**src/hdl/plcr_pkg.sv**
```systemverilog
// Shared types, widths and codes for the point-to-line classify and reflect unit.
// No dependencies; every other file in this folder imports it.
package plcr_pkg;

    localparam int COORD_BITS = 12;
    localparam int FRAC_BITS  = 8;
    localparam int RES_W      = COORD_BITS + FRAC_BITS + 3;
    localparam int DIFF_W     = COORD_BITS + 1;
    localparam int V_W        = 2 * COORD_BITS + 3;
    localparam int D_W        = 2 * COORD_BITS + 2;
    localparam int MAG_W      = 3 * COORD_BITS + FRAC_BITS + 3;
    localparam int NUM_W      = MAG_W + 1;
    localparam int Q_W        = COORD_BITS + FRAC_BITS + 4;
    localparam int R_W        = D_W + 1;
    localparam int QDEPTH     = 4;
    localparam int QA_W       = $clog2(QDEPTH);

    localparam logic [Q_W:0] MAXPOS = (Q_W + 1)'((64'd1 << (RES_W - 1)) - 64'd1);

    typedef enum logic [1:0] {
        SIDE_ON    = 2'd0,
        SIDE_LEFT  = 2'd1,
        SIDE_RIGHT = 2'd2
    } t_side;

    typedef enum logic [1:0] {
        CFG_END_A_X = 2'd0,
        CFG_END_A_Y = 2'd1,
        CFG_END_B_X = 2'd2,
        CFG_END_B_Y = 2'd3
    } t_cfg_idx;

    typedef struct packed {
        logic signed [DIFF_W-1:0]     a;
        logic signed [DIFF_W-1:0]     b;
        logic signed [COORD_BITS-1:0] x1;
        logic signed [COORD_BITS-1:0] y1;
        logic signed [COORD_BITS-1:0] lox;
        logic signed [COORD_BITS-1:0] hix;
        logic signed [COORD_BITS-1:0] loy;
        logic signed [COORD_BITS-1:0] hiy;
        logic [D_W-1:0]               d;
    } t_line;

    typedef struct packed {
        logic signed [NUM_W-1:0] num_x;
        logic signed [NUM_W-1:0] num_y;
        t_side                   side;
        logic                    on_seg;
        logic                    degen;
    } t_job;

endpackage

```
**src/hdl/plcr_front.sv**
```systemverilog
// Front pipeline: accepts points, evaluates the line value, classifies the point
// and forms the exact reflection numerators. Depends on plcr_pkg.
module plcr_front (
    input  logic                            i_clk,
    input  logic                            i_rst_n,
    input  logic                            i_valid,
    output logic                            o_stall,
    input  logic signed [plcr_pkg::COORD_BITS-1:0] i_pt_x,
    input  logic signed [plcr_pkg::COORD_BITS-1:0] i_pt_y,
    input  plcr_pkg::t_line                 i_line,
    output logic                            o_job_valid,
    output plcr_pkg::t_job                  o_job,
    input  logic                            i_job_full
);
    import plcr_pkg::*;

    logic en;

    logic                         r_v1, r_v2, r_v3, r_v4;
    logic signed [COORD_BITS-1:0] r_px1, r_py1, r_px2, r_py2, r_px3, r_py3;
    logic signed [DIFF_W-1:0]     r_dx, r_dy;
    logic                         r_in1, r_in2;
    logic signed [V_W-1:0]        r_val;
    logic [D_W+COORD_BITS-1:0]    r_t1x, r_t1y;
    logic [V_W+DIFF_W-3:0]        r_t2x, r_t2y;
    logic                         r_s1x, r_s1y, r_s2x, r_s2y;
    logic                         r_degen3;
    t_side                        r_side3;
    logic                         r_onseg3;
    t_job                         r_job;

    logic [COORD_BITS-1:0]   n_mpx, n_mpy;
    logic [V_W-2:0]          n_mv;
    logic [DIFF_W-2:0]       n_ma, n_mb;
    logic signed [NUM_W-1:0] n_e1x, n_e1y, n_e2x, n_e2y;

    assign en          = !(r_v4 && i_job_full);
    assign o_stall     = !en;
    assign o_job_valid = r_v4;
    assign o_job       = r_job;

    always_comb begin
        n_mpx = r_px2[COORD_BITS-1] ? COORD_BITS'(-r_px2) : COORD_BITS'(r_px2);
        n_mpy = r_py2[COORD_BITS-1] ? COORD_BITS'(-r_py2) : COORD_BITS'(r_py2);
        n_mv  = r_val[V_W-1] ? (V_W-1)'(-r_val) : (V_W-1)'(r_val);
        n_ma  = i_line.a[DIFF_W-1] ? (DIFF_W-1)'(-i_line.a) : (DIFF_W-1)'(i_line.a);
        n_mb  = i_line.b[DIFF_W-1] ? (DIFF_W-1)'(-i_line.b) : (DIFF_W-1)'(i_line.b);
        n_e1x = $signed(NUM_W'(r_t1x) << FRAC_BITS);
        n_e1y = $signed(NUM_W'(r_t1y) << FRAC_BITS);
        n_e2x = $signed(NUM_W'(r_t2x) << (FRAC_BITS + 1));
        n_e2y = $signed(NUM_W'(r_t2y) << (FRAC_BITS + 1));
        if (r_s1x) n_e1x = -n_e1x;
        if (r_s1y) n_e1y = -n_e1y;
        if (r_s2x) n_e2x = -n_e2x;
        if (r_s2y) n_e2y = -n_e2y;
    end

    always_ff @(posedge i_clk) begin
        if (!i_rst_n) begin
            r_v1 <= 1'b0;
            r_v2 <= 1'b0;
            r_v3 <= 1'b0;
            r_v4 <= 1'b0;
        end else if (en) begin
            r_v1 <= i_valid;
            r_v2 <= r_v1;
            r_v3 <= r_v2;
            r_v4 <= r_v3;
        end
    end

    always_ff @(posedge i_clk) begin
        if (en) begin
            r_px1 <= i_pt_x;
            r_py1 <= i_pt_y;
            r_dx  <= DIFF_W'(i_pt_x) - DIFF_W'(i_line.x1);
            r_dy  <= DIFF_W'(i_pt_y) - DIFF_W'(i_line.y1);
            r_in1 <= (i_pt_x >= i_line.lox) && (i_pt_x <= i_line.hix) &&
                     (i_pt_y >= i_line.loy) && (i_pt_y <= i_line.hiy);

            r_px2 <= r_px1;
            r_py2 <= r_py1;
            r_in2 <= r_in1;
            r_val <= V_W'(i_line.a) * V_W'(r_dx) + V_W'(i_line.b) * V_W'(r_dy);

            r_px3    <= r_px2;
            r_py3    <= r_py2;
            r_t1x    <= (D_W+COORD_BITS)'(i_line.d) * (D_W+COORD_BITS)'(n_mpx);
            r_t1y    <= (D_W+COORD_BITS)'(i_line.d) * (D_W+COORD_BITS)'(n_mpy);
            r_t2x    <= (V_W+DIFF_W-2)'(n_mv) * (V_W+DIFF_W-2)'(n_ma);
            r_t2y    <= (V_W+DIFF_W-2)'(n_mv) * (V_W+DIFF_W-2)'(n_mb);
            r_s1x    <= r_px2[COORD_BITS-1];
            r_s1y    <= r_py2[COORD_BITS-1];
            r_s2x    <= r_val[V_W-1] ^ i_line.a[DIFF_W-1];
            r_s2y    <= r_val[V_W-1] ^ i_line.b[DIFF_W-1];
            r_degen3 <= (i_line.d == '0);
            r_onseg3 <= (r_val == '0) && r_in2;
            if (r_val == '0) begin
                r_side3 <= SIDE_ON;
            end else if (r_val[V_W-1]) begin
                r_side3 <= SIDE_LEFT;
            end else begin
                r_side3 <= SIDE_RIGHT;
            end

            r_job.side   <= r_side3;
            r_job.on_seg <= r_onseg3;
            r_job.degen  <= r_degen3;
            if (r_degen3) begin
                r_job.num_x <= NUM_W'(r_px3) <<< FRAC_BITS;
                r_job.num_y <= NUM_W'(r_py3) <<< FRAC_BITS;
            end else begin
                r_job.num_x <= n_e1x - n_e2x;
                r_job.num_y <= n_e1y - n_e2y;
            end
        end
    end

endmodule

```
**config.mk**
```make
export PLATFORM = sky130hd
export DESIGN_NAME = plcr_front
export DESIGN_NICKNAME = d
export VERILOG_FILES = /design/src/hdl/plcr_pkg.sv /design/src/hdl/plcr_front.sv
export SDC_FILE = /design/constraint.sdc
export NUM_CORES = 2
export LEC_CHECK = 0
export ABC_AREA = 1
export BUFFER_PORTS_ARGS = -buffer_cell sky130_fd_sc_hd__buf_4
export CORE_MARGIN = 2
export CORE_UTILIZATION = 45
export CTS_CLUSTER_DIAMETER = 60
export CTS_CLUSTER_SIZE = 25
export DETAILED_ROUTE_END_ITERATION = 8
export GPL_ROUTABILITY_DRIVEN = 0
export PLACE_DENSITY_LB_ADDON = 0.08
export SLEW_MARGIN = 20
export SYNTH_ARGS = -nofsm -noshare
export SYNTH_HDL_FRONTEND = slang
export SYNTH_SLANG_ARGS = --single-unit
```
**constraint.sdc**
```tcl
create_clock -name i_clk -period 16.2 [get_ports i_clk]
set_clock_uncertainty 0.2 [all_clocks]
set_input_delay 2.43 -clock i_clk [delete_from_list [all_inputs] [get_ports i_clk]]
set_output_delay 2.43 -clock i_clk [all_outputs]
set_load 0.01 [all_outputs]
```
## Word level (Yosys, flattened, before mapping)

Index checks and enable logic that the tools add are counted.

- Register bits: 391
- Input bits: 152
- Output and inout port bits: 102
- Word-level logic and storage cells: 77

- Add/sub/neg operators: 14
- Multipliers: 6
- $lt $le $gt $ge: 4
- Multiplexer cells: 11
- Bitwise gates (word level): 2
- Reductions and logical operators: 7

Operator list:

| kind | count |
|---|---|
| 48-bit two-way mux | 4 |
| 26-bit by 12-bit multiplier with 38-bit output | 4 |
| 96-bit two-way mux | 1 |
| 46-bit negator with 48-bit output | 2 |
| 47-bit negator with 48-bit output | 2 |
| 48-bit subtractor | 2 |
| 13-bit by 13-bit multiplier with 26-bit output | 2 |
| 12-bit two-way mux | 4 |
| 12-bit negator | 4 |
| 26-bit by 26-bit adder with 27-bit output | 1 |
| 27-bit logical NOT | 1 |
| 26-bit logical NOT | 1 |
| 26-bit two-way mux | 1 |
| 26-bit negator | 1 |
| 12-bit by 12-bit subtractor with 13-bit output | 2 |
| 12-bit >= comparator | 2 |
| 12-bit <= comparator | 2 |
| 1-bit logical AND | 5 |
| 2-bit two-way mux | 1 |
| 1-bit bitwise XOR | 2 |

## Depth between registers and ports, before layout

- Depth in word-level cells: 4
- Depth in mapped cells: 34
- Mapped depth without buffers: 32

## Worst setup path after synthesis

Ideal clock, no wire load.

- Path kind: input to output
- Start: in i_job_full
- End: out o_stall
- Data arrival time: 11570 ps
- Data required time: 13570 ps
- Setup slack: 2000 ps
- Stages: 2
- Buffers on the path: 0
- Cells stage by stage: nand2_1 -> inv_1

- Longest elaborated chain between the ends: 1

Ends and longest elaborated chain:

| what | RTL line | RTL |
|---|---|---|
| start, declared | plcr_front.sv:13 | `input logic i_job_full` |
| 1-bit logical AND | plcr_front.sv:37 | `assign en = !(r_v4 && i_job_full);` |
| end, declared | plcr_front.sv:7 | `output logic o_stall,` |

No other way between the ends.

## Final worst setup path

- Start: in i_line[111] (netlist bit)
- End: reg r_t2x[37] (data pin)

- Longest elaborated chain between the ends: 3

Ends and longest elaborated chain:

| what | RTL line | RTL |
|---|---|---|
| start, declared | plcr_front.sv:10 | `input plcr_pkg::t_line i_line,` |
| 12-bit negator | plcr_front.sv:46 | `n_ma = i_line.a[DIFF_W-1] ? (DIFF_W-1)'(-i_line.a) : (DIFF_W-1)'(i_line.a);` |
| 12-bit two-way mux * | plcr_front.sv:46 |  |
| 26-bit by 12-bit multiplier with 38-bit output * | plcr_front.sv:90 | `r_t2x <= (V_W+DIFF_W-2)'(n_mv) * (V_W+DIFF_W-2)'(n_ma);` |
| end signal, assigned | plcr_front.sv:90 |  |
| end, declared | plcr_front.sv:25 | `logic [V_W+DIFF_W-3:0] r_t2x, r_t2y;` |

Mark *: on every way between the ends. The rest lies on a longest branch, timed or not.
A chain may end at the register's enable or synchronous reset.

==> metrics list <==
- Post-CTS Repair Setup Buffers: 0
- Req. time, crit path: 16.48 ns
- Maximum number of pins on one net before global-route repair: between 150 and 200
* Fillers: roughly 18000
- Summing all multi-input logic gate instances after layout gives 59100 um^2.
- HPWL after DPL: approximately 220000 um
- Of the post-synthesis cell area, the dominant cell type holds 0.333.
- Crit path kind: primary input to flip-flop
* Part of the Yosys area used for sequential elements: 0.138
- Cell with the most instances on the worst path: inv_1
* Placeable core area: 179000 um^2
* Maxcap violations: 0
- about 250 I/O pins were placed.
* Initial DRC count: 5600
- A synthesized cell averages ~7.6 um^2.
- R2r worst-path depth: 28
- The number of global-route vias before repair was 70800.
- For this run the aggregate overflow at the end of global routing stands at 0.
- The floorplan has 155 rows.
- Arrival @ worst endpoint: around 9.3 ns
* Transition time of the tightest slew-check pin: between 1 and 1.5 ns
- Setup repair after global routing missed its margin: no
* Synth Warn #: 0
* Peak Freq: roughly 110 MHz
- Once the clock tree was built, the resizer swapped 0 gates to a different size.
- TritonCTS Buffers: 50
- In the final layout, the share of cells above drive strength 1 is 0.0469.
- Flip-flop cell with the highest count after synthesis: edfxtp_1
- Together, buffers and inverters on the worst path number 7.
- For this run, the slowest stage of the critical path takes 0.85 ns.
- Crit. End Element: flip-flop
* R2R Path End: r_t2y[35]$_DFFE_PN_
- Dividing the detail-routed wire length by the instance count gives 20.4 um.
- Tmin final: about 9.0 ns
- In this run the worst path has a maximum fanout of 39.
- Chip Width: ~430 um
- The first TritonRoute pass finished after 8 iterations.
- Top cells by instance count after synthesis: 2754 x nand2_1, 2566 x inv_1, 1346 x fa_1, 993 x nor2_1, 573 x ha_1
- HP Class: flip-flop to flip-flop
- H-tree depth: 2
* Launch point of the worst reg-to-reg path: r_val[0]$_DFFE_PN_
- Clock latency of the later-clocked register in the worst-skew pair: 0.69 ns
- Residual DRC count: 0
- Capture point of the worst path: r_t2x[37]$_DFFE_PN_
- Setup violations remaining at the end of the flow were counted as 0.
- Counting buffers and inverters, the worst setup path is 25 cells deep.
- Synth Cell Area: between 80000 and 90000 um^2
- Using the TritonRoute via totals, the vias-per-cell ratio works out to between 5 and 6.
- Post-synth EDFFs: around 370
* Delay-heaviest family, CP: adder cells
- The worst pin sits at a relative slew slack of 0.222.
* Sequential cell area: about 11000 um^2
- Total vias in the final route: between 60000 and 70000
- Number of flip-flops and latches in the synthesized netlist: around 370
- Hold-fix buffer count after cts: 0
- Dividing the final minimum period by the clock period gives 0.556.
- Clk pin slew, worst setup/hold paths: about 0.07 ns
- Final Hold Vio Count: 0
- Number of nets in the final layout: ~13000
- After detailed routing, the total wire length is around 270000 um.
- The biggest area contributor in the post-synthesis netlist is fa_1.
- Number of buffers on the longest clock path: 3
- Result of the run: complete, no violations
- Timing startpoint of the critical path: i_line[111]
- Fraction of registers with async set/reset: 0
- The worst setup path is launched from a primary input.
- The die covers roughly 180000 um^2.
- Total routing resource utilization after global routing: 0.293
- The clock net in this run drives a total of around 370 sinks.
* Number of unique standard cell types used by synthesis: 52
* I/O Buffers: between 200 and 250
- Crit path max-delay cell type: xor2_2
- The initial utilization of the core area, before any placement, comes to 0.454.
* Final TNS setup: 0 ns
* Internal reg-to-reg setup slack: 8.14 ns
- Measured along the y axis, the die boundary spans between 400 and 500 um.
- Once detail routing completed, the nets flagged for antenna violations numbered 0.
- TritonCTS built the clock tree.
* Max-slew violation total from the final report: 0
* Cells after Synth: about 11000
- Most common cell in the netlist: nand2_1
- Root buffer cell: clkbuf_16
- Relative area change from synthesis to final layout: 7.39%
* Initial antenna violation count: 7
- Global-route wire length before repair: between 400000 and 500000 um
- Largest cells by area after synthesis: fa_1 33%, edfxtp_1 14%, nand2_1 13%, inv_1 12%, ha_1 8.8%
-- flip-flops by register name (all words and copies together) (netlist names), 2 cells and up --
| signal | count |
|---|---|
| r_val | 27 |
| r_px2 | 12 |
| r_py3 | 12 |
| r_t1y | 38 |
| r_t2y | 38 |
| r_py1 | 12 |
| r_dy | 13 |
| r_t1x | 38 |
| o_job | 84 |
| r_px3 | 12 |
| r_side3 | 2 |
| r_t2x | 38 |
| r_dx | 13 |
| r_py2 | 12 |
| r_px1 | 12 |
-- through the flow --
step                utilization  cell area [um^2]  hold slack (ns)  setup WS [ns]  std cells
floorplan                     -             81100            0.200           2.00      10700
finish                    0.487             87000            0.206           7.19      13100
global route              0.487             87000            0.214           6.80      13100
CTS                       0.487             87000            0.199           7.34      13100
detailed placement        0.477             85200            0.205           6.55      13000
global placement          0.477             85200            0.201           6.69      13000
-- area by class of cell --
type	instances	area share
diodes	2	0.0000575
flip-flops and latches	373	0.128
inverters	2596	0.112
repair buffers	291	0.0255
clock inverters	43	0.00635
well taps	2355	0.0339
clock buffers	50	0.0144
multi-input cells	7392	0.680
-- kinds of logic after synthesis --
| kind of cell | count (synthesis) | share of synthesized area |
|---|---|---|
| adders and majority gates | 1919 | 0.421 |
| AOI/OAI and AO/OA | 762 | 0.0519 |
| xor gates and xnor gates | 331 | 0.0364 |
| buffers and inverters | 2899 | 0.137 |
| DFF | 373 | 0.138 |
| other | 1 | 0.0000463 |
| and+or+nand+nor | 4364 | 0.216 |
-- placed cells by master (no fill, tap or decap), drive strengths merged, types with 4 or more instances in the layout --
cell type  synthesis  routed
nor2            1001    1001
a211oi             6       6
edfxtp           369     369
a21o              22      22
nand2           2767    2767
clkinv            11      28
clkbuf           189      50
fa              1346    1346
nor4              29      29
o21ai            287     287
o21a              11      11
nand3b            24      24
a21boi             7       7
ha               573     573
buf              114     291
o31ai             19      19
nand4             92      92
xnor2             94      94
conb               1      16
a31oi             38      38
dfxtp              4       4
a21oi            322     322
nor3              72      72
or2               41      41
inv             2585    2609
o211ai            10      10
nand3            335     335
xor2             237     237
o21bai            35      35
-- worst min path at each step --
stage                       startpoint            endpoint  slack [ns]  cells after the start
finish              r_px1[4]$_DFFE_PN_  r_px2[4]$_DFFE_PN_        0.21                      0
CTS                 r_px1[4]$_DFFE_PN_  r_px2[4]$_DFFE_PN_        0.20                      0
detailed placement  r_py1[9]$_DFFE_PN_  r_py2[9]$_DFFE_PN_        0.21                      0
global placement    r_py1[8]$_DFFE_PN_  r_py2[8]$_DFFE_PN_        0.20                      0
floorplan           r_onseg3$_DFFE_PN_  o_job[1]$_DFFE_PN_        0.20                      0
global route        r_px1[4]$_DFFE_PN_  r_px2[4]$_DFFE_PN_        0.21                      0
-- worst reg2reg max path: cells and delay by family (launching register included) --
kind	cells	cell delay [ns]
buf+inv	7	1.06
xor+xnor	1	0.93
fa+ha+maj	7	3.22
compound gates	3	0.60
simple gates	10	1.41
flops	1	0.35
-- metal layers --
metal | up-vias | share of wire | global-route usage
met5 | - | 0 | 0
met4 | 0 | 0.044 | 0.115
met3 | 488 | 0.074 | 0.0451
met2 | 2560 | 0.46 | 0.474
met1 | 33800 | 0.42 | 0.395
li1 | 31800 | - | -
Power is left out: the tool's default activity adds up to more than one toggle a clock period on the data nets, which glitch-free logic cannot reach.
