===== src/hdl/plcr_pkg.sv =====
// Shared types, widths and codes for the point-to-line classify and reflect unit.
// No dependencies; every other file in this folder imports it.
package plcr_pkg;

    localparam int COORD_BITS = 12;
    localparam int FRAC_BITS  = 8;
    localparam int RES_W      = COORD_BITS + FRAC_BITS + 3;
    localparam int DIFF_W     = COORD_BITS + 1;
    localparam int V_W        = 2 * COORD_BITS + 3;
    localparam int D_W        = 2 * COORD_BITS + 2;
    localparam int MAG_W      = 3 * COORD_BITS + FRAC_BITS + 3;
    localparam int NUM_W      = MAG_W + 1;
    localparam int Q_W        = COORD_BITS + FRAC_BITS + 4;
    localparam int R_W        = D_W + 1;
    localparam int QDEPTH     = 4;
    localparam int QA_W       = $clog2(QDEPTH);

    localparam logic [Q_W:0] MAXPOS = (Q_W + 1)'((64'd1 << (RES_W - 1)) - 64'd1);

    typedef enum logic [1:0] {
        SIDE_ON    = 2'd0,
        SIDE_LEFT  = 2'd1,
        SIDE_RIGHT = 2'd2
    } t_side;

    typedef enum logic [1:0] {
        CFG_END_A_X = 2'd0,
        CFG_END_A_Y = 2'd1,
        CFG_END_B_X = 2'd2,
        CFG_END_B_Y = 2'd3
    } t_cfg_idx;

    typedef struct packed {
        logic signed [DIFF_W-1:0]     a;
        logic signed [DIFF_W-1:0]     b;
        logic signed [COORD_BITS-1:0] x1;
        logic signed [COORD_BITS-1:0] y1;
        logic signed [COORD_BITS-1:0] lox;
        logic signed [COORD_BITS-1:0] hix;
        logic signed [COORD_BITS-1:0] loy;
        logic signed [COORD_BITS-1:0] hiy;
        logic [D_W-1:0]               d;
    } t_line;

    typedef struct packed {
        logic signed [NUM_W-1:0] num_x;
        logic signed [NUM_W-1:0] num_y;
        t_side                   side;
        logic                    on_seg;
        logic                    degen;
    } t_job;

endpackage


===== src/hdl/plcr_queue.sv =====
// Short first-in first-out queue of jobs between the front and back pipelines.
// Depends on plcr_pkg.
module plcr_queue (
    input  logic           i_clk,
    input  logic           i_rst_n,
    input  logic           i_wr,
    input  plcr_pkg::t_job i_wr_data,
    input  logic           i_rd,
    output plcr_pkg::t_job o_rd_data,
    output logic           o_full,
    output logic           o_empty
);
    import plcr_pkg::*;

    t_job            r_mem [QDEPTH];
    logic [QA_W:0]   r_wr_ptr, r_rd_ptr;

    assign o_empty   = (r_wr_ptr == r_rd_ptr);
    assign o_full    = (r_wr_ptr[QA_W-1:0] == r_rd_ptr[QA_W-1:0]) &&
                       (r_wr_ptr[QA_W] != r_rd_ptr[QA_W]);
    assign o_rd_data = r_mem[r_rd_ptr[QA_W-1:0]];

    always_ff @(posedge i_clk) begin
        if (!i_rst_n) begin
            r_wr_ptr <= '0;
            r_rd_ptr <= '0;
        end else begin
            if (i_wr && !o_full) r_wr_ptr <= r_wr_ptr + 1'b1;
            if (i_rd && !o_empty) r_rd_ptr <= r_rd_ptr + 1'b1;
        end
    end

    always_ff @(posedge i_clk) begin
        if (i_wr && !o_full) r_mem[r_wr_ptr[QA_W-1:0]] <= i_wr_data;
    end

endmodule


===== config.mk =====
export PLATFORM = sky130hd
export DESIGN_NAME = plcr_queue
export DESIGN_NICKNAME = d
export VERILOG_FILES = /design/src/hdl/plcr_pkg.sv /design/src/hdl/plcr_queue.sv
export SDC_FILE = /design/constraint.sdc
export NUM_CORES = 1
export LEC_CHECK = 0
export BUFFER_PORTS_ARGS = -buffer_cell sky130_fd_sc_hd__buf_4
export CAP_MARGIN = 25
export CORE_ASPECT_RATIO = 1.2
export CORE_MARGIN = 3
export CORE_UTILIZATION = 50
export DETAILED_ROUTE_END_ITERATION = 10
export HOLD_SLACK_MARGIN = 0.12
export PLACE_DENSITY = 0.68
export SYNTH_ARGS = -nofsm -noshare
export SYNTH_HDL_FRONTEND = slang
export SYNTH_SLANG_ARGS = --single-unit
export TNS_END_PERCENT = 5

===== constraint.sdc =====
create_clock -name i_clk -period 6.6 [get_ports i_clk]
set_clock_uncertainty 0.05 [all_clocks]
set_input_delay 0.66 -clock i_clk [delete_from_list [all_inputs] [get_ports i_clk]]
set_output_delay 0.66 -clock i_clk [all_outputs]
set_load 0.005 [all_outputs]

Word level (Yosys, flattened, before mapping)
Memory sizes are Yosys's and may differ from the RTL's. A register that Yosys moved wholly into a read port is not among the register bits. Cells that the tools add are included.

Multiplexer cells: 4. Equal/unequal tests: 3. Reductions and logical operators: 5. Add/sub/neg operators: 2.

Operator list (number): 3-bit by 1-bit adder with 3-bit output, second input constant (2); 2-bit 2-to-1 mux (2); 3-bit == test (1); 1-bit logical AND (3); 2-bit == test (1); 1-bit zero test (2); 1-bit 2-to-1 mux (2); 1-bit inequality test (1).

Input port bits: 104. Memory bits (writable): 400. Output and inout port bits: 102. Bits in registers: 6. Logic and storage cells: 17. Memories: 1.

Memory list: r_mem (depth 4, bits a word 100, read ports 1, clocked after Yosys merged registers in 1, wr ports 1, RTL line plcr_queue.sv:15) `t_job r_mem [QDEPTH];`.

Logic depth before layout (Yosys ltp)
Gate-level depths: netlist of run 1.

Word-level depth: 6. Mapped depth: 5. Mapped depth without buffers: 4.

Worst setup path before layout of run 1
No wires, ideal clock.

Kind: register to register. From: reg r_wr_ptr[0]. To: mem r_mem[3][0] (netlist name) (enable). Buffers on the path: 0. Required time: 5.991 ns. Library setup time: 0.559 ns. Stages on the path, launching flop included: 4. Path slack: 0.869 ns. Arrival time: 5.122 ns. Period minus slack after synthesis: 5.731 ns. Cell sequence: dfxtp_1 -> xor2_1 -> nor3_1 -> nor2_1.

Cells in the longest elaborated chain, start to end: 6.

RTL lines: start: declaration (RTL line plcr_queue.sv:16) `logic [QA_W:0] r_wr_ptr, r_rd_ptr;`; start signal: assignment (RTL line plcr_queue.sv:28) `if (i_wr && !o_full) r_wr_ptr <= r_wr_ptr + 1'b1;`; 2-bit == test (RTL line plcr_queue.sv:19) `assign o_full = (r_wr_ptr[QA_W-1:0] == r_rd_ptr[QA_W-1:0]) &&`; 1-bit logical AND (RTL line plcr_queue.sv:19); via o_full (RTL line plcr_queue.sv:10) `output logic o_full,`; 1-bit zero test (RTL line plcr_queue.sv:34) `if (i_wr && !o_full) r_mem[r_wr_ptr[QA_W-1:0]] <= i_wr_data;`; 1-bit logical AND (RTL line plcr_queue.sv:34); 1-bit 2-to-1 mux (RTL line plcr_queue.sv:34); 1-bit 2-to-1 mux (implied by the code) (RTL line plcr_queue.sv:34); end: declaration (RTL line plcr_queue.sv:15).

The timed path passes the listed nets, and every way through them passes these cells.

==> results of run 1 <==
==> worst max-delay path, stage by stage, from the launching register on <==
cell	delay, ps
dfxtp_4	650
buf_4	740
mux4_2	640
buf_4	160
==> registers in the layout, indices dropped and copies added, names as in the netlist, named ones only <==
signal and flops:
r_mem 400, r_rd_ptr 3, r_wr_ptr 3
==> worst paths after layout <==
| check | startpoint | end | depth (start not counted) |
|---|---|---|---|
| max | register | o_rd_data[94] | 3 |
| min | i_wr_data[26] | r_mem[1][26] | 1 |
| max reg2reg | r_wr_ptr[1] | r_mem[1][60] | 4 |
| min reg2reg | r_wr_ptr[2] | r_wr_ptr[2] | 2 |
==> metal layers <==
metal | vias up | GRT usage (%) | wire length (microns) | share of wire, %
li1 | 3004 | - | - | -
met1 | 3570 | 23.19 | 10810 | 38
met3 | 54 | 4.350 | 1931 | 6.7
met4 | 4 | 5.735 | 784 | 2.7
met5 | - | 0 | 34 | 0.12
met2 | 226 | 30.97 | 15200 | 53
==> cells by family after synthesis <==
family,share of synthesized area [%]
compound gates,0.8461
xor+xnor,0.3519
fa+ha+maj,0.4189
buf+inv,0.9048
flops,81.49
mux,15.08
simple gates,0.9048
==> report_power, final <==
| group | internal, mW | total, mW | switching [mW] |
|---|---|---|---|
| Sequential | 3.29 | 3.45 | 0.157 |
| Clock | 1.27 | 2.15 | 0.880 |
| Combinational | 0.855 | 1.61 | 0.758 |
==> cells in the final DEF, fill, tap and decap left out, drive strengths merged, types with 4 or more instances in the layout <==
| master | synthesis | layout |
|---|---|---|
| edfxtp | 400 | 400 |
| buf | 22 | 214 |
| mux4 | 100 | 100 |
| clkbuf | 2 | 49 |
| clkinv | 0 | 18 |
| dfxtp | 8 | 8 |
| inv | 5 | 5 |
| ha | 5 | 5 |
| nor3 | 4 | 4 |
| nand3b | 4 | 4 |
| o21ai | 4 | 4 |
| a211o | 4 | 4 |
| and2 | 4 | 4 |
==> final cells by class <==
| type | instances | area (sq um) |
|---|---|---|
| clock inverters | 22 | 177.7 |
| clock buffers | 49 | 1076 |
| repair buffers | 214 | 1627 |
| inverters | 5 | 18.77 |
| well taps | 385 | 481.7 |
| flip-flops and latches | 408 | 12180 |
| fillers | 1977 | 10890 |
| multi-input cells | 153 | 2644 |
==> flow_results.xml, run 1 <==
<?xml version="1.0" encoding="UTF-8"?>
<metrics>
  <group name="detailed_routing">
    <metric name="drtAntennaViolNets" unit="">0</metric>
    <metric name="post_drt_via_cell_ratio" unit="">5.549</metric>
    <metric name="routed_wl" unit="mm">28.76</metric>
    <metric name="post-route-drc-count" unit="">0</metric>
    <metric name="avgRoutedWirePerCell" unit="microns">23.27</metric>
    <metric name="vias" unit="">6858</metric>
    <metric name="initial_detailed_routing_violation_count" unit="">417</metric>
    <metric name="dr.pass1.iters" unit="">5</metric>
  </group>
  <group name="worst_setup_path">
    <metric name="worstSetupEndpointType" unit="">primary output</metric>
    <metric name="setup.worst_path.start_class" unit="">register</metric>
    <metric name="critPathMaxFanout" unit="">42</metric>
    <metric name="critical_setup_path_kind" unit="">register to primary output</metric>
    <metric name="reg2reg_setup_slack" unit="ps">3530</metric>
    <metric name="worstPathRequired" unit="ps">5890</metric>
    <metric name="worstPathArrival" unit="ps">2760</metric>
  </group>
  <group name="logic_synthesis">
    <metric name="synth_seq_cells" unit="">408</metric>
    <metric name="synth.top_cells.by_count" unit="">edfxtp_1, mux4_2, buf_2</metric>
    <metric name="async_reset_ff_share" unit="%">0</metric>
    <metric name="synthTopCellsByArea" unit="">edfxtp_1, mux4_2, dfxtp_1</metric>
    <metric name="number_of_enable_flip_flop_cells_after_synthesis" unit="">400</metric>
    <metric name="synth_ff_type" unit="">edfxtp_1</metric>
    <metric name="synth.yosys.seq_area_share" unit="%">81.49</metric>
    <metric name="synth.most_common_cell" unit="">edfxtp_1</metric>
    <metric name="syn_inst" unit="">590</metric>
    <metric name="syn-mean-instance-area" unit="sq um">25.31</metric>
    <metric name="synth-warning-count" unit="">0</metric>
    <metric name="yosysTopAreaCell" unit="">edfxtp_1</metric>
    <metric name="synthesis.nets" unit="">699</metric>
    <metric name="netlist-cell-type-count" unit="">29</metric>
    <metric name="synth.top_cell.area_share" unit="%">80.42</metric>
    <metric name="synthesis.area" unit="sq um">14940</metric>
  </group>
  <group name="clock_network">
    <metric name="clk_path_buf_depth" unit="">3</metric>
    <metric name="clk_latency" unit="ps">510</metric>
    <metric name="post_cts_hold_buffer_count" unit="">0</metric>
    <metric name="htree_num_levels" unit="">2</metric>
    <metric name="tritoncts" unit="">yes</metric>
    <metric name="clk_pin_slew" unit="ps">60</metric>
    <metric name="tritoncts.num_buffers" unit="">40</metric>
    <metric name="post_cts_buffers" unit="">0</metric>
    <metric name="postcts_resize_cnt" unit="">0</metric>
    <metric name="cts_num_sinks" unit="">408</metric>
    <metric name="ctsRootBufferMaster" unit="">clkbuf_16</metric>
  </group>
  <group name="timing">
    <metric name="fin_ws" unit="ps">3134</metric>
    <metric name="setup_total_negative_slack" unit="ps">0</metric>
    <metric name="final_report_setup_violation_count" unit="">0</metric>
    <metric name="whs" unit="ps">295.7</metric>
    <metric name="max_clock_freq" unit="MHz">288.5</metric>
    <metric name="finalMaxSlewViolations" unit="">0</metric>
    <metric name="rsz0062_at_grt" unit="">false</metric>
    <metric name="post-route-period-util" unit="%">52.51</metric>
    <metric name="timing_worst_slew_pin_value" unit="ps">945.6</metric>
    <metric name="slew_hr" unit="%">36.96</metric>
    <metric name="min_period" unit="ps">3466</metric>
    <metric name="final-hold-violation-count" unit="">0</metric>
  </group>
  <group name="power">
    <metric name="report.power.total" unit="mW">7.216</metric>
    <metric name="powerDensity" unit="nW/um^2">396.4</metric>
    <metric name="vdd_drop_max" unit="mV">0.2310</metric>
    <metric name="lkg_pwr" unit="nW">6.104</metric>
  </group>
  <group name="run_status">
    <metric name="run_status" unit="">complete, no violations</metric>
  </group>
  <group name="finish">
    <metric name="fin_cells" unit="">1236</metric>
    <metric name="finish.utilization" unit="%">62.56</metric>
    <metric name="stdcell_area" unit="sq um">18200</metric>
    <metric name="antenna_cells_inserted" unit="">0</metric>
    <metric name="layout-drive-gt1-share" unit="%">44.30</metric>
    <metric name="number_of_nets_in_the_finished_design" unit="">931</metric>
    <metric name="syn_to_final_growth" unit="%">21.88</metric>
  </group>
  <group name="global_route">
    <metric name="grt_first_pass_wirelength" unit="mm">43.75</metric>
    <metric name="combined_global_route_utilization_of_all_metal_layers" unit="%">18.15</metric>
    <metric name="gr-total-overflow" unit="">0</metric>
    <metric name="initial_antenna_violation_count" unit="">2</metric>
    <metric name="number_of_global_route_vias_before_repair" unit="">7468</metric>
    <metric name="largest_net_degree_at_the_start_of_global_routing" unit="">63</metric>
  </group>
  <group name="place">
    <metric name="place_worst_setup_slack" unit="ps">3498</metric>
    <metric name="postPlaceCellArea" unit="sq um">16920</metric>
    <metric name="dpl.cell_count" unit="">1164</metric>
    <metric name="hpwl" unit="mm">17.47</metric>
    <metric name="globalplace.congestion" unit="">0.8037</metric>
    <metric name="place.port_buffers" unit="">205</metric>
  </group>
  <group name="floorplan">
    <metric name="floorplan.initialDensity" unit="%">51.33</metric>
    <metric name="chipHeight" unit="microns">195.3</metric>
    <metric name="pin_count" unit="">206</metric>
    <metric name="num_rows" unit="">68</metric>
    <metric name="core" unit="sq um">29100</metric>
    <metric name="die-area" unit="sq um">31990</metric>
    <metric name="die_w" unit="microns">163.8</metric>
  </group>
  <group name="job">
    <metric name="max_cap_violations" unit="">0</metric>
  </group>
  <group name="worst_hold_path">
    <metric name="worst_hold_path_type" unit="">input port to register</metric>
  </group>
</metrics>
Power figures use the tool's default switching activity.
==> inputs of run 2 (changes only) <==
--- a/config.mk
+++ b/config.mk
@@ -12,7 +12,7 @@
 export CORE_UTILIZATION = 50
 export DETAILED_ROUTE_END_ITERATION = 10
 export HOLD_SLACK_MARGIN = 0.12
-export PLACE_DENSITY = 0.68
+export PLACE_DENSITY = 0.71
 export SYNTH_ARGS = -nofsm -noshare
 export SYNTH_HDL_FRONTEND = slang
 export SYNTH_SLANG_ARGS = --single-unit
==> constraint.sdc (replaced) <==
create_clock -name i_clk -period 2.8 [get_ports i_clk]
set_clock_uncertainty 0.05 [all_clocks]
set_input_delay 0.28 -clock i_clk [delete_from_list [all_inputs] [get_ports i_clk]]
set_output_delay 0.28 -clock i_clk [all_outputs]
set_load 0.005 [all_outputs]
==> flow_results.xml, run 2 (synthesis results as in run 1) <==
<?xml version="1.0" encoding="UTF-8"?>
<metrics>
  <group name="global_route">
    <metric name="combined_global_route_utilization_of_all_metal_layers" unit="%">18.10</metric>
    <metric name="initial_antenna_violation_count" unit="">4</metric>
    <metric name="gr-total-overflow" unit="">0</metric>
    <metric name="largest_net_degree_at_the_start_of_global_routing" unit="">101</metric>
    <metric name="grt_first_pass_wirelength" unit="mm">44.30</metric>
    <metric name="number_of_global_route_vias_before_repair" unit="">7852</metric>
  </group>
  <group name="worst_setup_path">
    <metric name="crit-reg2reg-capture" unit="">r_mem[1][10]</metric>
    <metric name="worst-r2r-cell-count" unit="">4</metric>
    <metric name="critPathMaxFanout" unit="">32</metric>
    <metric name="worstPathRequired" unit="ps">2470</metric>
    <metric name="rr_startpoint" unit="">r_wr_ptr[1]</metric>
    <metric name="critical_setup_path_kind" unit="">register to primary output</metric>
    <metric name="reg2reg_setup_slack" unit="ps">500</metric>
    <metric name="worstPathArrival" unit="ps">2210</metric>
    <metric name="worstSetupEndpointType" unit="">primary output</metric>
    <metric name="setup.worst_path.start_class" unit="">register</metric>
  </group>
  <group name="power">
    <metric name="switching_power" unit="mW">4.254</metric>
    <metric name="vdd_drop_max" unit="mV">0.6710</metric>
    <metric name="swShare" unit="%">25.23</metric>
    <metric name="lkg_pwr" unit="nW">6.511</metric>
    <metric name="powerDensity" unit="nW/um^2">875.5</metric>
    <metric name="clkPwrFrac" unit="%">28.1</metric>
    <metric name="intPower" unit="mW">12.61</metric>
    <metric name="share_seq_of_total_power" unit="%">47.7</metric>
    <metric name="report.power.total" unit="mW">16.86</metric>
    <metric name="combinationalPowerShare" unit="%">24.2</metric>
  </group>
  <group name="floorplan">
    <metric name="pin_count" unit="">206</metric>
    <metric name="num_rows" unit="">68</metric>
    <metric name="floorplan.initialDensity" unit="%">51.33</metric>
    <metric name="die-area" unit="sq um">31990</metric>
    <metric name="die_w" unit="microns">163.8</metric>
    <metric name="core" unit="sq um">29100</metric>
    <metric name="chipHeight" unit="microns">195.3</metric>
  </group>
  <group name="place">
    <metric name="place_worst_setup_slack" unit="ps">532.1</metric>
    <metric name="place.port_buffers" unit="">205</metric>
    <metric name="globalplace.congestion" unit="">0.8556</metric>
    <metric name="hpwl" unit="mm">17.35</metric>
  </group>
  <group name="clock_network">
    <metric name="clk_path_buf_depth" unit="">3</metric>
    <metric name="tritoncts" unit="">yes</metric>
    <metric name="postcts_resize_cnt" unit="">0</metric>
    <metric name="clk_pin_slew" unit="ps">60</metric>
    <metric name="cts_num_sinks" unit="">408</metric>
    <metric name="post_cts_buffers" unit="">0</metric>
    <metric name="ctsRootBufferMaster" unit="">clkbuf_16</metric>
    <metric name="htree_num_levels" unit="">2</metric>
    <metric name="tritoncts.num_buffers" unit="">39</metric>
    <metric name="clk_latency" unit="ps">520</metric>
  </group>
  <group name="finish">
    <metric name="number_of_nets_in_the_finished_design" unit="">1036</metric>
    <metric name="syn_to_final_growth" unit="%">28.93</metric>
    <metric name="layout.cells.most_common" unit="">edfxtp_1</metric>
    <metric name="largest_reg_flops" unit="">400</metric>
    <metric name="fillers" unit="">1891</metric>
    <metric name="layout-drive-gt1-share" unit="%">39.02</metric>
    <metric name="finish.utilization" unit="%">66.18</metric>
    <metric name="mostFrequentLayoutCells" unit="">edfxtp_1, buf_4, dlygate4sd3_1, mux4_2, clkbuf_16</metric>
  </group>
  <group name="detailed_routing">
    <metric name="routed_wl" unit="mm">29.04</metric>
    <metric name="initial_detailed_routing_violation_count" unit="">531</metric>
    <metric name="post-route-drc-count" unit="">0</metric>
    <metric name="avgRoutedWirePerCell" unit="microns">21.63</metric>
    <metric name="post_drt_via_cell_ratio" unit="">5.451</metric>
    <metric name="dr.pass1.iters" unit="">5</metric>
    <metric name="drtAntennaViolNets" unit="">0</metric>
    <metric name="vias" unit="">7321</metric>
  </group>
  <group name="timing">
    <metric name="min_period" unit="ps">2540</metric>
    <metric name="fin_ws" unit="ps">259.9</metric>
    <metric name="max_clock_freq" unit="MHz">393.7</metric>
    <metric name="final_report_setup_violation_count" unit="">0</metric>
    <metric name="timing_worst_slew_pin_value" unit="ps">634.4</metric>
    <metric name="slew_hr" unit="%">57.70</metric>
    <metric name="post-route-period-util" unit="%">90.72</metric>
    <metric name="rsz0062_at_grt" unit="">false</metric>
    <metric name="whs" unit="ps">446.7</metric>
    <metric name="setup_total_negative_slack" unit="ps">0</metric>
    <metric name="finalMaxSlewViolations" unit="">0</metric>
    <metric name="final-hold-violation-count" unit="">0</metric>
  </group>
  <group name="run_status">
    <metric name="run_status" unit="">complete, no violations</metric>
  </group>
  <group name="worst_hold_path">
    <metric name="worst_hold_path_type" unit="">input port to register</metric>
    <metric name="hold_depth" unit="">2</metric>
    <metric name="hold_path_end" unit="">r_mem[3][27]</metric>
    <metric name="critical_hold_path_startpoint" unit="">i_wr_data[27]</metric>
  </group>
  <group name="job">
    <metric name="max_cap_violations" unit="">0</metric>
  </group>
</metrics>
run 2: cell types whose count changed in the layout (fill, tap and decap cells not counted), moves of 3 or more:
cell,change
buf_4,-5
inv_6,+3
clkbuf_1,+5
dlygate4sd3_1,+103
clkinv_2,-5
buf_12,+9
run 2: routing by layer:
metal	part of all wire [%]	vias up	global-route usage, %
li1	-	3216	-
met1	40	3774	24.64
met3	6.9	54	4.010
met5	0.093	-	0
met4	2.3	4	5.108
met2	51	273	29.89
run 2: cell type report:
cell class	instances	area [sq um]	share of cell area, %
clock inverters	20	130.1	0.6758
diodes	2	5.005	0.02599
well taps	385	481.7	2.502
inverters	5	18.77	0.09747
clock buffers	50	1017	5.283
flip-flops and latches	408	12180	63.25
repair buffers	320	2773	14.40
multi-input cells	153	2651	13.77
run 2: worst max-delay path by stage:
stage           startpoint            end  depth (start not counted)
5_1_grt           register  o_rd_data[88]                          3
6_report          register  o_rd_data[77]                          3
3_5_place_dp   r_wr_ptr[1]   r_mem[1][50]                          4
4_1_cts           register  o_rd_data[77]                          3
2_1_floorplan  r_rd_ptr[1]    r_mem[1][0]                          4
3_3_place_gp   r_wr_ptr[1]   r_mem[1][57]                          4
run 2: timing repair:
item | CTS | global route
setup endpoints to repair | 0 | 0
hold endpoints to repair | 406 | 0
hold buffers | 103 | 0
run 2: power groups by stage:
stage               clock network, mW  logic, mW  registers, mW
floorplan                           0       2.13           8.08
global placement                    0       3.98           8.09
detailed placement                  0       4.04           8.18
CTS                              4.87       4.18           8.05
global route                     5.10       4.40           8.12
finish                           4.73       4.08           8.05
run 2: stage by stage:
step | instance area, sq um | std cells
final | 19260 | 1343
after global routing | 19260 | 1343
after CTS | 19250 | 1341
after detailed placement | 17070 | 1168
after global placement | 17070 | 1168
after floorplan | 14950 | 590
run 2: worst max-delay path, stage by stage, from the launching register on:
cell,delay (ps)
dfxtp_4,360
buf_4,520
mux4_2,630
buf_4,160
==> inputs of run 3 (changes only) <==
--- a/config.mk
+++ b/config.mk
@@ -5,14 +5,15 @@
 export SDC_FILE = /design/constraint.sdc
 export NUM_CORES = 1
 export LEC_CHECK = 0
+export ABC_CLOCK_PERIOD_IN_PS = 2800
 export BUFFER_PORTS_ARGS = -buffer_cell sky130_fd_sc_hd__buf_4
 export CAP_MARGIN = 25
 export CORE_ASPECT_RATIO = 1.2
 export CORE_MARGIN = 3
-export CORE_UTILIZATION = 50
+export CORE_UTILIZATION = 35
 export DETAILED_ROUTE_END_ITERATION = 10
 export HOLD_SLACK_MARGIN = 0.12
-export PLACE_DENSITY = 0.71
+export PLACE_DENSITY = 0.52
 export SYNTH_ARGS = -nofsm -noshare
 export SYNTH_HDL_FRONTEND = slang
 export SYNTH_SLANG_ARGS = --single-unit
==> flow_results.xml, run 3 (synthesis results as in run 1) <==
<?xml version="1.0" encoding="UTF-8"?>
<metrics>
  <group name="run_status">
    <metric name="run_status" unit="">complete, no violations</metric>
  </group>
  <group name="timing">
    <metric name="slew_hr" unit="%">63.96</metric>
    <metric name="min_period" unit="ps">2576</metric>
    <metric name="timing_worst_slew_pin_value" unit="ps">536.8</metric>
    <metric name="final-hold-violation-count" unit="">0</metric>
    <metric name="rsz0062_at_grt" unit="">false</metric>
    <metric name="max_clock_freq" unit="MHz">388.3</metric>
    <metric name="setup_total_negative_slack" unit="ps">0</metric>
    <metric name="finalMaxSlewViolations" unit="">0</metric>
    <metric name="post-route-period-util" unit="%">91.99</metric>
    <metric name="fin_ws" unit="ps">224.4</metric>
    <metric name="final_report_setup_violation_count" unit="">0</metric>
  </group>
  <group name="finish">
    <metric name="finish.utilization" unit="%">46.96</metric>
    <metric name="antenna_cells_inserted" unit="">0</metric>
    <metric name="syn_to_final_growth" unit="%">31.95</metric>
    <metric name="layout-drive-gt1-share" unit="%">39.40</metric>
    <metric name="mostFrequentLayoutCells" unit="">edfxtp_1, buf_4, dlygate4sd3_1, mux4_2, clkbuf_16</metric>
    <metric name="number_of_nets_in_the_finished_design" unit="">1048</metric>
    <metric name="largest_reg_flops" unit="">400</metric>
    <metric name="fillers" unit="">3553</metric>
    <metric name="layout.cells.most_common" unit="">edfxtp_1</metric>
  </group>
  <group name="worst_setup_path">
    <metric name="critical_setup_path_kind" unit="">register to primary output</metric>
    <metric name="worstPathRequired" unit="ps">2470</metric>
    <metric name="setup.worst_path.start_class" unit="">register</metric>
    <metric name="worstSetupEndpointType" unit="">primary output</metric>
    <metric name="worstPathArrival" unit="ps">2250</metric>
    <metric name="critPathMaxFanout" unit="">35</metric>
    <metric name="reg2reg_setup_slack" unit="ps">660</metric>
  </group>
  <group name="global_route">
    <metric name="initial_antenna_violation_count" unit="">1</metric>
    <metric name="gr-total-overflow" unit="">0</metric>
    <metric name="grt_first_pass_wirelength" unit="mm">48.40</metric>
    <metric name="largest_net_degree_at_the_start_of_global_routing" unit="">66</metric>
    <metric name="number_of_global_route_vias_before_repair" unit="">8025</metric>
    <metric name="combined_global_route_utilization_of_all_metal_layers" unit="%">13.91</metric>
  </group>
  <group name="worst_hold_path">
    <metric name="worst_hold_path_type" unit="">input port to register</metric>
  </group>
  <group name="detailed_routing">
    <metric name="dr.pass1.iters" unit="">6</metric>
    <metric name="drtAntennaViolNets" unit="">0</metric>
    <metric name="routed_wl" unit="mm">31.43</metric>
    <metric name="post_drt_via_cell_ratio" unit="">4.806</metric>
    <metric name="routedLengthMet1" unit="mm">12.91</metric>
    <metric name="vias" unit="">7295</metric>
    <metric name="post-route-drc-count" unit="">0</metric>
    <metric name="met2_length" unit="mm">16.48</metric>
    <metric name="avgRoutedWirePerCell" unit="microns">20.71</metric>
    <metric name="initial_detailed_routing_violation_count" unit="">327</metric>
    <metric name="dr.max_layer_used" unit="">met5</metric>
    <metric name="met3WireLength" unit="mm">1.371</metric>
  </group>
  <group name="power">
    <metric name="share_seq_of_total_power" unit="%">46.1</metric>
    <metric name="vdd_drop_max" unit="mV">0.5190</metric>
    <metric name="powerDensity" unit="nW/um^2">886.9</metric>
    <metric name="swShare" unit="%">25.38</metric>
    <metric name="intPower" unit="mW">13.04</metric>
    <metric name="combinationalPowerShare" unit="%">24.2</metric>
    <metric name="report.power.total" unit="mW">17.48</metric>
    <metric name="lkg_pwr" unit="nW">6.622</metric>
    <metric name="switching_power" unit="mW">4.436</metric>
    <metric name="clkPwrFrac" unit="%">29.8</metric>
  </group>
  <group name="clock_network">
    <metric name="postcts_resize_cnt" unit="">0</metric>
    <metric name="tritoncts" unit="">yes</metric>
    <metric name="tritoncts.num_buffers" unit="">42</metric>
    <metric name="clk_latency" unit="ps">530</metric>
    <metric name="post_cts_buffers" unit="">0</metric>
    <metric name="cts_num_sinks" unit="">408</metric>
    <metric name="htree_num_levels" unit="">2</metric>
    <metric name="clk_path_buf_depth" unit="">3</metric>
    <metric name="ctsRootBufferMaster" unit="">clkbuf_16</metric>
    <metric name="clk_pin_slew" unit="ps">60</metric>
    <metric name="post_cts_hold_buffer_count" unit="">103</metric>
  </group>
  <group name="floorplan">
    <metric name="die-area" unit="sq um">45200</metric>
    <metric name="core" unit="sq um">41960</metric>
    <metric name="die_w" unit="microns">194.6</metric>
    <metric name="pin_count" unit="">206</metric>
    <metric name="num_rows" unit="">82</metric>
    <metric name="chipHeight" unit="microns">232.3</metric>
    <metric name="floorplan.initialDensity" unit="%">35.59</metric>
  </group>
  <group name="job">
    <metric name="max_cap_violations" unit="">0</metric>
  </group>
  <group name="place">
    <metric name="place.port_buffers" unit="">205</metric>
    <metric name="hpwl" unit="mm">19.13</metric>
    <metric name="globalplace.congestion" unit="">0.6888</metric>
    <metric name="place_worst_setup_slack" unit="ps">633.7</metric>
  </group>
</metrics>
## run 3: changes by cell type in the layout (fill, tap and decap cells not counted), sizes merged
cell / previous run / this run
buf: 217 / 226
bufinv: 1 / 2
clkbuf: 50 / 59
clkinv: 15 / 14
clkinvlp: 0 / 1
diode: 2 / 0
inv: 9 / 6
## run 3: worst max-delay path, cell delays in order (launching register included)
cell and delay [ps]:
dfxtp_4 590, buf_12 340, mux4_2 580, buf_4 160
## run 3: path summary, 6_finish.rpt
check	from	to	cells past startpoint
worst max register to register	r_wr_ptr[1]	r_mem[0][7]	4
worst max-delay path	register	o_rd_data[4]	3
worst min-delay path	i_wr_data[6]	r_mem[3][6]	2
worst min register to register	r_wr_ptr[2]	r_wr_ptr[2]	2
## run 3: layout make-up
cell class / count / area, sq um / share of cell area, %
Clock buffer: 59 / 1136 / 5.765
Clock inverter: 18 / 136.4 / 0.6920
Inverter: 5 / 18.77 / 0.09523
Multi-Input combinational cell: 153 / 2651 / 13.45
Sequential cell: 408 / 12180 / 61.80
Tap cell: 546 / 683.2 / 3.466
Timing Repair Buffer: 329 / 2903 / 14.73
## run 3: per-layer routing
layer	track usage (%)	up-vias
met5	0	-
met4	4.355	2
met3	2.438	46
met2	24.43	160
met1	17.68	3841
li1	-	3246
## run 3: power groups by stage
stage / Sequential [mW] / Clock, mW / Combinational [mW]
2_1_floorplan: 8.08 / 0 / 2.13
3_3_place_gp: 8.17 / 0 / 4.27
3_5_place_dp: 8.20 / 0 / 4.25
4_1_cts: 8.08 / 5.37 / 4.39
5_1_grt: 8.14 / 5.60 / 4.57
6_report: 8.06 / 5.20 / 4.22
## run 3: metrics by stage
step	hold slack, ps	cells	instance area (sq um)
detailed placement	434.8	1338	17400
finish	435.0	1518	19710
global route	422.7	1518	19710
global placement	430.4	1338	17400
floorplan	328.9	590	14950
CTS	399.6	1518	19710
